<file path="config.mk">
export PLATFORM = sky130hd
export DESIGN_NAME = mbc5_bank_mapper_core_flat
export DESIGN_NICKNAME = d
export VERILOG_FILES = /design/src/rtl/mbc5_pkg.sv /design/src/rtl/mbc5_if.sv /design/src/rtl/mbc5_bank_mapper_core.sv /design/src/rtl/mbc5_ctrl.sv /design/src/rtl/mbc5_dp.sv /design/src/flat_wrapper.sv
export SDC_FILE = /design/constraint.sdc
export NUM_CORES = 1
export LEC_CHECK = 0
export BUFFER_PORTS_ARGS = -buffer_cell sky130_fd_sc_hd__buf_2
export CORE_ASPECT_RATIO = 1.75
export CORE_MARGIN = 8
export CORE_UTILIZATION = 54
export CTS_CLUSTER_DIAMETER = 40
export CTS_CLUSTER_SIZE = 20
export DETAILED_ROUTE_END_ITERATION = 8
export PLACE_DENSITY = 0.72
export REMOVE_ABC_BUFFERS = 1
export SLEW_MARGIN = 10
export SYNTH_ARGS = -nofsm -noshare
export SYNTH_HDL_FRONTEND = slang
export SYNTH_SLANG_ARGS = --single-unit
export TNS_END_PERCENT = 50
</file>
<file path="constraint.sdc">
create_clock -name clk -period 13.2 [get_ports clk]
set_input_delay 1.98 -clock clk [delete_from_list [all_inputs] [get_ports clk]]
set_output_delay 1.98 -clock clk [all_outputs]
set_load 0.02 [all_outputs]
</file>
<file path="src/rtl/mbc5_pkg.sv">
`timescale 1ns / 1ps
package mbc5_pkg;

  // Field widths
  localparam int ADDR_W      = 16;
  localparam int DATA_W      = 8;
  localparam int TARGET_W    = 3;
  localparam int OFFSET_W    = 23;
  localparam int ROM_SIZE_W  = 10;
  localparam int RAM_SIZE_W  = 16;
  localparam int CFG_IDX_W   = 2;
  localparam int CFG_VAL_W   = 16;
  localparam int ROM_BANK_W  = 9;
  localparam int RAM_BANK_W  = 2;
  localparam int RAM_LOCAL_W = 13;
  localparam int ROM_LOCAL_W = 14;

  // Controller limits
  localparam int MAX_ROM_BANKS = 512;
  localparam int RAM_BANKS     = 4;

  localparam logic [DATA_W-1:0] ENABLE_KEY = 8'h0A;
  localparam int RAM_BANK_BYTES = 8192;

  // Remainder unit: restoring, several bits per cycle
  localparam int DIV_W          = 16;
  localparam int DIV_BITS_CYCLE = 4;
  localparam int DIV_CYCLES     = DIV_W / DIV_BITS_CYCLE;
  localparam int DIV_CNT_W      = $clog2(DIV_CYCLES);

  // Configuration register indexes
  localparam logic [CFG_IDX_W-1:0] CFG_ROM_SIZE = 2'd0;
  localparam logic [CFG_IDX_W-1:0] CFG_RAM_SIZE = 2'd1;

  typedef enum logic [TARGET_W-1:0] {
    TGT_NONE = 3'd0,
    TGT_ROM  = 3'd1,
    TGT_RAM  = 3'd2,
    TGT_FF   = 3'd3,
    TGT_REG  = 3'd4
  } target_t;

  typedef enum logic [1:0] {
    OFS_NONE,
    OFS_ADDR,
    OFS_ROM,
    OFS_RAM
  } ofs_kind_t;

  typedef enum logic [1:0] {
    ST_IDLE,
    ST_DIV,
    ST_FINISH
  } state_t;

  typedef struct packed {
    logic accept;
    logic div_step;
    logic load;
  } ctrl_cmd_t;

  typedef struct packed {
    logic need_div;
    logic out_free;
  } ctrl_status_t;

endpackage

</file>
<file path="src/rtl/mbc5_if.sv">
`timescale 1ns / 1ps
interface mbc5_bus_if;
  logic        valid;
  logic        ready;
  logic        operation;
  logic [15:0] address;
  logic [7:0]  data;
  modport source (output valid, operation, address, data, input ready);
  modport sink   (input valid, operation, address, data, output ready);
endinterface

interface mbc5_res_if;
  logic        valid;
  logic        ready;
  logic [2:0]  target;
  logic [22:0] physical_offset;
  logic        ram_write;
  modport source (output valid, target, physical_offset, ram_write, input ready);
  modport sink   (input valid, target, physical_offset, ram_write, output ready);
endinterface

interface mbc5_cfg_if;
  logic        valid;
  logic        ready;
  logic [1:0]  index;
  logic [15:0] value;
  modport source (output valid, index, value, input ready);
  modport sink   (input valid, index, value, output ready);
endinterface

</file>
<file path="src/rtl/mbc5_bank_mapper_core.sv">
`timescale 1ns / 1ps
// Cartridge bank controller: each bus item (read/write, address, data byte) gives one
// result with its target and byte offset into the ROM or RAM image. Register writes,
// fixed-bank ROM reads, unmapped accesses and disabled RAM reads pass through the
// item latch and the output register, and such items are taken one per cycle while the
// output is drained. Switched-bank ROM reads and RAM accesses pass through the
// shared remainder unit, which retires 4 dividend bits per cycle over a 16-bit
// dividend before the result is loaded. One item is in the remainder unit at a time;
// a finished result waits in the output register while the next item is taken.
// Configuration writes are always accepted and must be made with the block idle.
module mbc5_bank_mapper_core (
  input logic        clk,
  input logic        rst,
  mbc5_cfg_if.sink   cfg,
  mbc5_bus_if.sink   bus,
  mbc5_res_if.source res
);
  import mbc5_pkg::*;

  ctrl_cmd_t    cmd;
  ctrl_status_t status;
  logic         bus_ready;

  assign cfg.ready = 1'b1;
  assign bus.ready = bus_ready;

  mbc5_ctrl u_ctrl (
    .clk      (clk),
    .rst      (rst),
    .in_valid (bus.valid),
    .in_ready (bus_ready),
    .status   (status),
    .cmd      (cmd)
  );

  mbc5_dp u_dp (
    .clk           (clk),
    .rst           (rst),
    .cmd           (cmd),
    .status        (status),
    .cfg_write     (cfg.valid),
    .cfg_index     (cfg.index),
    .cfg_value     (cfg.value),
    .operation     (bus.operation),
    .address       (bus.address),
    .data          (bus.data),
    .out_valid     (res.valid),
    .out_ready     (res.ready),
    .out_target    (res.target),
    .out_offset    (res.physical_offset),
    .out_ram_write (res.ram_write)
  );

endmodule

</file>
<file path="src/rtl/mbc5_ctrl.sv">
`timescale 1ns / 1ps
module mbc5_ctrl (
  input  logic                  clk,
  input  logic                  rst,
  input  logic                  in_valid,
  output logic                  in_ready,
  input  mbc5_pkg::ctrl_status_t status,
  output mbc5_pkg::ctrl_cmd_t    cmd
);
  import mbc5_pkg::*;

  state_t               state;
  state_t               state_next;
  logic [DIV_CNT_W-1:0] cnt;
  logic                 div_last;

  assign div_last = (cnt == DIV_CNT_W'(DIV_CYCLES - 1));

  always_ff @(posedge clk) begin
    if (rst) begin
      state <= ST_IDLE;
      cnt   <= '0;
    end else begin
      state <= state_next;
      if (state == ST_DIV) begin
        cnt <= cnt + 1'b1;
      end else begin
        cnt <= '0;
      end
    end
  end

  always_comb begin
    state_next = state;
    case (state)
      ST_IDLE: begin
        if (in_valid) begin
          state_next = status.need_div ? ST_DIV : ST_FINISH;
        end
      end
      ST_DIV: begin
        if (div_last) begin
          state_next = ST_FINISH;
        end
      end
      ST_FINISH: begin
        if (status.out_free) begin
          if (in_valid) begin
            state_next = status.need_div ? ST_DIV : ST_FINISH;
          end else begin
            state_next = ST_IDLE;
          end
        end
      end
      default: state_next = ST_IDLE;
    endcase
  end

  always_comb begin
    in_ready     = 1'b0;
    cmd.accept   = 1'b0;
    cmd.div_step = 1'b0;
    cmd.load     = 1'b0;
    case (state)
      ST_IDLE: begin
        in_ready   = 1'b1;
        cmd.accept = in_valid;
      end
      ST_DIV: begin
        cmd.div_step = 1'b1;
      end
      ST_FINISH: begin
        // hand the result over and take the next item in the same cycle
        in_ready   = status.out_free;
        cmd.load   = status.out_free;
        cmd.accept = in_valid & status.out_free;
      end
      default: begin
        in_ready = 1'b0;
      end
    endcase
  end

endmodule

</file>
<file path="src/rtl/mbc5_dp.sv">
`timescale 1ns / 1ps
module mbc5_dp (
  input  logic                                clk,
  input  logic                                rst,
  input  mbc5_pkg::ctrl_cmd_t                 cmd,
  output mbc5_pkg::ctrl_status_t              status,
  input  logic                                cfg_write,
  input  logic [mbc5_pkg::CFG_IDX_W-1:0]      cfg_index,
  input  logic [mbc5_pkg::CFG_VAL_W-1:0]      cfg_value,
  input  logic                                operation,
  input  logic [mbc5_pkg::ADDR_W-1:0]         address,
  input  logic [mbc5_pkg::DATA_W-1:0]         data,
  output logic                                out_valid,
  input  logic                                out_ready,
  output logic [mbc5_pkg::TARGET_W-1:0]       out_target,
  output logic [mbc5_pkg::OFFSET_W-1:0]       out_offset,
  output logic                                out_ram_write
);
  import mbc5_pkg::*;

  localparam logic [ROM_SIZE_W-1:0] ROM_MAX = ROM_SIZE_W'(MAX_ROM_BANKS);
  localparam logic [ROM_SIZE_W-1:0] ROM_MIN = ROM_SIZE_W'(2);
  localparam logic [RAM_SIZE_W-1:0] RAM_CLIP = RAM_SIZE_W'(RAM_BANK_BYTES);

  // configuration and controller registers
  logic [ROM_SIZE_W-1:0] rom_size_banks;
  logic [RAM_SIZE_W-1:0] ram_size_bytes;
  logic [DATA_W-1:0]     ram_enable_value;
  logic [7:0]            rom_bank_low;
  logic                  rom_bank_high;
  logic [RAM_BANK_W-1:0] ram_bank;

  // latched item
  target_t            lat_target;
  ofs_kind_t          lat_kind;
  logic               lat_ram_write;
  logic [ADDR_W-1:0]  lat_addr;
  logic [DIV_W-1:0]   divisor;
  logic [DIV_W-1:0]   dividend;
  logic [DIV_W-1:0]   rem;
  logic [DIV_W-1:0]   dividend_next;
  logic [DIV_W-1:0]   rem_next;

  // decode of the incoming item
  target_t              dec_target;
  ofs_kind_t            dec_kind;
  logic                 dec_ram_write;
  logic                 dec_div;
  logic [DIV_W-1:0]     dec_dividend;
  logic [DIV_W-1:0]     dec_divisor;
  logic [ROM_SIZE_W-1:0] rom_n;
  logic [ROM_BANK_W-1:0] bank_eff;
  logic [RAM_SIZE_W-1:0] ram_clip;
  logic [RAM_LOCAL_W:0]  ram_win;
  logic [RAM_LOCAL_W-1:0] local_addr;
  logic                  reg_write;

  // output register
  target_t              res_target;
  logic [OFFSET_W-1:0]  res_offset;
  logic                 res_ram_write;
  logic [OFFSET_W-1:0]  offset_calc;

  always_comb begin
    if (rom_size_banks < ROM_MIN) begin
      rom_n = ROM_MIN;
    end else if (rom_size_banks > ROM_MAX) begin
      rom_n = ROM_MAX;
    end else begin
      rom_n = rom_size_banks;
    end
  end

  assign bank_eff   = ({rom_bank_high, rom_bank_low} == '0) ? ROM_BANK_W'(1)
                                                            : {rom_bank_high, rom_bank_low};
  assign ram_clip   = (ram_size_bytes > RAM_CLIP) ? RAM_CLIP : ram_size_bytes;
  assign ram_win    = {ram_clip[RAM_LOCAL_W:8], 8'h00};
  assign local_addr = address[RAM_LOCAL_W-1:0];

  always_comb begin
    dec_target    = TGT_NONE;
    dec_kind      = OFS_NONE;
    dec_ram_write = 1'b0;
    dec_div       = 1'b0;
    dec_dividend  = '0;
    dec_divisor   = DIV_W'(rom_n);
    if (!address[15]) begin
      if (operation) begin
        dec_target = TGT_REG;
      end else if (!address[14]) begin
        dec_target = TGT_ROM;
        dec_kind   = OFS_ADDR;
      end else begin
        dec_target   = TGT_ROM;
        dec_kind     = OFS_ROM;
        dec_div      = 1'b1;
        dec_dividend = DIV_W'(bank_eff);
      end
    end else if (address[15:13] == 3'b101) begin
      if ({1'b0, local_addr} < ram_win) begin
        if (operation || (ram_enable_value == ENABLE_KEY)) begin
          dec_target    = TGT_RAM;
          dec_kind      = OFS_RAM;
          dec_ram_write = operation;
          dec_div       = 1'b1;
          dec_dividend  = DIV_W'({ram_bank, local_addr});
          dec_divisor   = ram_size_bytes;
        end else begin
          dec_target = TGT_FF;
        end
      end else begin
        dec_target = operation ? TGT_REG : TGT_FF;
      end
    end
  end

  assign status.need_div = dec_div;
  assign status.out_free = !out_valid || out_ready;
  assign reg_write       = cmd.accept && operation && !address[15];

  always_ff @(posedge clk) begin
    if (rst) begin
      rom_size_banks   <= ROM_SIZE_W'(2);
      ram_size_bytes   <= '0;
      ram_enable_value <= '0;
      rom_bank_low     <= 8'h01;
      rom_bank_high    <= 1'b0;
      ram_bank         <= '0;
    end else begin
      if (cfg_write) begin
        case (cfg_index)
          CFG_ROM_SIZE: rom_size_banks <= cfg_value[ROM_SIZE_W-1:0];
          CFG_RAM_SIZE: ram_size_bytes <= cfg_value[RAM_SIZE_W-1:0];
          default: ;
        endcase
      end
      if (reg_write) begin
        case (address[14:12])
          3'b000, 3'b001: ram_enable_value <= data;
          3'b010:         rom_bank_low     <= data;
          3'b011:         rom_bank_high    <= data[0];
          3'b100, 3'b101: begin
            if (data < DATA_W'(RAM_BANKS)) begin
              ram_bank <= data[RAM_BANK_W-1:0];
            end
          end
          default: ;
        endcase
      end
    end
  end

  // restoring remainder, DIV_BITS_CYCLE dividend bits per cycle
  always_comb begin
    logic [DIV_W:0]   r;
    logic [DIV_W-1:0] q;
    r = {1'b0, rem};
    q = dividend;
    for (int i = 0; i < DIV_BITS_CYCLE; i++) begin
      r = {r[DIV_W-1:0], q[DIV_W-1]};
      q = {q[DIV_W-2:0], 1'b0};
      if (r >= {1'b0, divisor}) begin
        r = r - {1'b0, divisor};
      end
    end
    rem_next      = r[DIV_W-1:0];
    dividend_next = q;
  end

  always_ff @(posedge clk) begin
    if (cmd.accept) begin
      lat_target    <= dec_target;
      lat_kind      <= dec_kind;
      lat_ram_write <= dec_ram_write;
      lat_addr      <= address;
      divisor       <= dec_divisor;
      dividend      <= dec_dividend;
      rem           <= '0;
    end else if (cmd.div_step) begin
      dividend <= dividend_next;
      rem      <= rem_next;
    end
  end

  always_comb begin
    case (lat_kind)
      OFS_ADDR: offset_calc = OFFSET_W'(lat_addr);
      OFS_ROM:  offset_calc = {rem[ROM_BANK_W-1:0], lat_addr[ROM_LOCAL_W-1:0]};
      OFS_RAM:  offset_calc = OFFSET_W'(rem);
      default:  offset_calc = '0;
    endcase
  end

  always_ff @(posedge clk) begin
    if (rst) begin
      out_valid <= 1'b0;
    end else if (cmd.load) begin
      out_valid <= 1'b1;
    end else if (out_ready) begin
      out_valid <= 1'b0;
    end
  end

  always_ff @(posedge clk) begin
    if (cmd.load) begin
      res_target    <= lat_target;
      res_offset    <= offset_calc;
      res_ram_write <= lat_ram_write;
    end
  end

  assign out_target    = res_target;
  assign out_offset    = res_offset;
  assign out_ram_write = res_ram_write;

endmodule

</file>
<file path="src/flat_wrapper.sv">
// flat-port wrapper written by rule: the top's interface ports become plain ports
module mbc5_bank_mapper_core_flat import mbc5_pkg::*;
  (clk, rst, cfg_valid, cfg_index, cfg_value, cfg_ready, bus_valid, bus_operation, bus_address, bus_data, bus_ready, res_valid, res_target, res_physical_offset, res_ram_write, res_ready);
  mbc5_cfg_if cfg_i ();
  mbc5_bus_if bus_i ();
  mbc5_res_if res_i ();
  input logic clk;
  input logic rst;
  input wire logic [$bits(cfg_i.valid)-1:0] cfg_valid;
  input wire logic [$bits(cfg_i.index)-1:0] cfg_index;
  input wire logic [$bits(cfg_i.value)-1:0] cfg_value;
  output wire logic [$bits(cfg_i.ready)-1:0] cfg_ready;
  input wire logic [$bits(bus_i.valid)-1:0] bus_valid;
  input wire logic [$bits(bus_i.operation)-1:0] bus_operation;
  input wire logic [$bits(bus_i.address)-1:0] bus_address;
  input wire logic [$bits(bus_i.data)-1:0] bus_data;
  output wire logic [$bits(bus_i.ready)-1:0] bus_ready;
  output wire logic [$bits(res_i.valid)-1:0] res_valid;
  output wire logic [$bits(res_i.target)-1:0] res_target;
  output wire logic [$bits(res_i.physical_offset)-1:0] res_physical_offset;
  output wire logic [$bits(res_i.ram_write)-1:0] res_ram_write;
  input wire logic [$bits(res_i.ready)-1:0] res_ready;
  assign cfg_i.valid = cfg_valid;
  assign cfg_i.index = cfg_index;
  assign cfg_i.value = cfg_value;
  assign cfg_ready = cfg_i.ready;
  assign bus_i.valid = bus_valid;
  assign bus_i.operation = bus_operation;
  assign bus_i.address = bus_address;
  assign bus_i.data = bus_data;
  assign bus_ready = bus_i.ready;
  assign res_valid = res_i.valid;
  assign res_target = res_i.target;
  assign res_physical_offset = res_i.physical_offset;
  assign res_ram_write = res_i.ram_write;
  assign res_i.ready = res_ready;
  mbc5_bank_mapper_core u_core (.clk(clk), .rst(rst), .cfg(cfg_i), .bus(bus_i), .res(res_i));
endmodule
</file>
==> reports/qor.csv <==
metric;value;unit
outcome;completed;
I/O pin total;78;
Crit path arrival time;11.26;ns
final wirelength;27.44;mm
Hold-fix buffers, CTS;0;
Mapped Avg Cell Area;9.415;sq um
pin count of the biggest net entering global routing;53;
Slew Viols, Final;0;
met1 usage;24.14;%
post-CTS setup buffer count;0;
f_max;91.52;MHz
post-synth cell types;76;
DRC;0;
Area Overhead vs Synth;12.08;%
Vias;8005;
GRT busiest layer;met2;
critical path type;flip-flop to flip-flop;
crit-path max cell delay;0.58;ns
antenna-violating nets left;0;
CTS Root Cell;clkbuf_16;
most common cell after layout, fill and taps aside;nand2_1;
Buffers on Ports;76;
share of layout cells above drive strength 1;15.62;%
Fillers;1593;
simple-gate share of the synthesized area;16.85;%
most used cell, CP;ha_1;
CTS buffer count;17;
Die Y;192.6;um
CP max stage cell;a31oi_4;
Via-to-Cell Ratio;6.010;
Synth Warn #;0;
first-pass GRT wire length;42.49;mm
CP required;13.53;ns
Tcrit/Tclk final;82.78;%
post-synthesis compound-gate area fraction;17.28;%
CP endpoint kind;flip-flop;
register bit total from synthesis;147;
Placer Congestion;1.011;
Mapped Area;9622;sq um
highest-count cells in the layout ignoring fill and taps;116 x nand2_1, 81 x edfxtp_1, 77 x a21oi_1;
synthesized instance count;1022;
clock sinks;147;
worst clock skew;0.01608;ns
met3 Use GR;4.105;%
Fin. Hold Viols;0;
1st-iter DRT viols;414;
met2 Usage GRT;46.01;%
Die ar.;22510;sq um
core area;17460;sq um
largest family of logic cells by synthesized area;compound AO/OA/AOI/OAI gates;
Clock Latency Late Sink;0.43;ns
vias in the first global route;8162;
Post-synth EDFFs;81;
CTS max path bufs;2;
Rows;64;
Setup TNS Final;0;ns
post-synthesis xor/xnor area fraction;4.733;%
adder and majority cell fraction of the synthesized area;9.805;%
PostCTS Resize Cnt;0;
final net count;1209;
Starting Density;55.12;%
setup violators final;0;
WL/cell;20.60;um
Post-synth ARST share;0;%
DRT Pass-1 Iters;7;
GR Overflow Total;0;
Total Routing Usage GR;25.03;%
antenna violations before repair;0;
RSZ-0062 raised after global routing;no;
MaxCap Viol Count;0;
mux cell area share after synthesis;8.557;%
# diodes;0;
htree depth;4;
Critical Path Source Type;flip-flop;
Period minus WS final;10.93;ns
CTS tree;done;
Main synth FF type;edfxtp_1;
Reg clk slew, reported paths;0.06;ns
sequential element share of the synthesized area;39.01;%
Worst Tran Pin Value;1.117;ns
HP Class;flip-flop to flip-flop;
DP Wirelength;21.71;mm
Critical Path Fanout Max;21;
Die Width;116.9;um
worst-case headroom to the max-slew limit;25.37;%
flip-flops by register name (all words and copies together) (netlist names), 2 cells and up:
| name | count |
|---|---|
| u_core.u_ctrl.cnt | 2 |
| u_core.u_ctrl.state | 2 |
| u_core.u_dp.dividend | 16 |
| u_core.u_dp.divisor | 16 |
| u_core.u_dp.lat_addr | 16 |
| u_core.u_dp.lat_kind | 2 |
| u_core.u_dp.lat_target | 3 |
| u_core.u_dp.out_offset | 23 |
| u_core.u_dp.out_target | 3 |
| u_core.u_dp.ram_bank | 2 |
| u_core.u_dp.ram_enable_value | 8 |
| u_core.u_dp.ram_size_bytes | 16 |
| u_core.u_dp.rem | 16 |
| u_core.u_dp.rom_bank_low | 8 |
| u_core.u_dp.rom_size_banks | 10 |
cell type report:
cell class | count | area (sq um) | share of cell area, %
sequential | 147 | 3754 | 34.81
timing repair buffer | 84 | 440.4 | 4.084
multi-input combinational | 786 | 5523 | 51.21
inverter | 52 | 195.2 | 1.810
tap | 231 | 289.0 | 2.680
clock buffer | 18 | 450.4 | 4.177
clock inverter | 14 | 132.6 | 1.230
cells by family (layout without fill, tap and decap cells):
| family | count (synthesis) | count (layout) |
|---|---|---|
| xor+xnor | 52 | 52 |
| flops | 147 | 147 |
| buf+inv | 89 | 168 |
| simple gates | 333 | 333 |
| fa+ha+maj | 73 | 73 |
| other cells | 1 | 1 |
| mux | 78 | 78 |
| compound gates | 249 | 249 |
worst max-delay path: cells and delay by family, from the launching register on:
family,cells,cell delay (ns)
buffers and inverters,5,1.02
multiplexers,2,0.87
adder cells (fa/ha/maj),4,1.35
AO/OA/AOI/OAI,18,4.65
AND/OR/NAND/NOR,11,2.58
flip-flops,1,0.35
cell usage after synthesis (5+ instances only):
| master | count | area share (%) |
|---|---|---|
| inv_1 | 52 | 2.0 |
| o21a_1 | 7 | 0.55 |
| xnor2_1 | 34 | 3.1 |
| a211oi_1 | 5 | 0.39 |
| clkbuf_1 | 26 | 1.0 |
| a221oi_1 | 7 | 0.64 |
| nor2b_1 | 18 | 1.2 |
| nand3_1 | 17 | 0.88 |
| a22o_1 | 17 | 1.5 |
| o21ai_0 | 49 | 2.5 |
| nand3b_1 | 5 | 0.39 |
| nor3_1 | 20 | 1.0 |
| xor2_1 | 18 | 1.6 |
| a21o_1 | 22 | 1.7 |
| nand2_1 | 116 | 4.5 |
| nor3b_1 | 6 | 0.47 |
| ha_1 | 69 | 9.0 |
| o221ai_1 | 9 | 0.82 |
| a21oi_1 | 77 | 4.0 |
| or2_2 | 5 | 0.33 |
| nand4_1 | 10 | 0.65 |
| mux2_2 | 34 | 4.0 |
| nor4_1 | 9 | 0.59 |
| edfxtp_1 | 81 | 25 |
| dfxtp_1 | 66 | 14 |
| and2_1 | 18 | 1.2 |
| buf_2 | 5 | 0.26 |
| mux2i_1 | 44 | 4.6 |
| o211ai_1 | 10 | 0.78 |
| o31ai_1 | 6 | 0.47 |
| nand2b_1 | 9 | 0.59 |
| nor2_1 | 76 | 3.0 |
| o21bai_1 | 5 | 0.39 |
worst paths after layout:
kind	startpoint	cells after the start	slack, ns	endpoint
worst max register to register	u_core.u_dp.divisor[11]$_SDFFCE_PN0P_	40	2.27	u_core.u_dp.rem[6]$_SDFFE_PP0N_
worst max-delay path	u_core.u_dp.divisor[11]$_SDFFCE_PN0P_	40	2.27	u_core.u_dp.rem[6]$_SDFFE_PP0N_
worst min-delay path	u_core.u_dp.lat_target[0]$_DFFE_PP_	0	0.42	u_core.u_dp.out_target[0]$_DFFE_PP_
worst min register to register	u_core.u_dp.lat_target[0]$_DFFE_PP_	0	0.42	u_core.u_dp.out_target[0]$_DFFE_PP_
layer usage:
metal  vias up  share of wire, %
li1       3872                 -
met1      3788                35
met2       247                54
met3        98               3.7
met4         0               7.2
met5         -                 0
stage by stage:
stage          utilization [%]  instance area, sq um  hold WS [ns]  setup WS (ns)  instances
2_1_floorplan                -                  9459        0.4003          3.108        985
3_3_place_gp             58.44                 10200        0.4014          2.554       1300
3_5_place_dp             58.44                 10200        0.4052          2.444       1300
4_1_cts                  61.78                 10780        0.4199          2.365       1332
5_1_grt                  61.78                 10780        0.4199          1.562       1332
6_report                 61.78                 10780        0.4193          2.274       1332
Power is left out: the tool's default activity adds up to more than one toggle a clock period on the data nets, which glitch-free logic cannot reach.
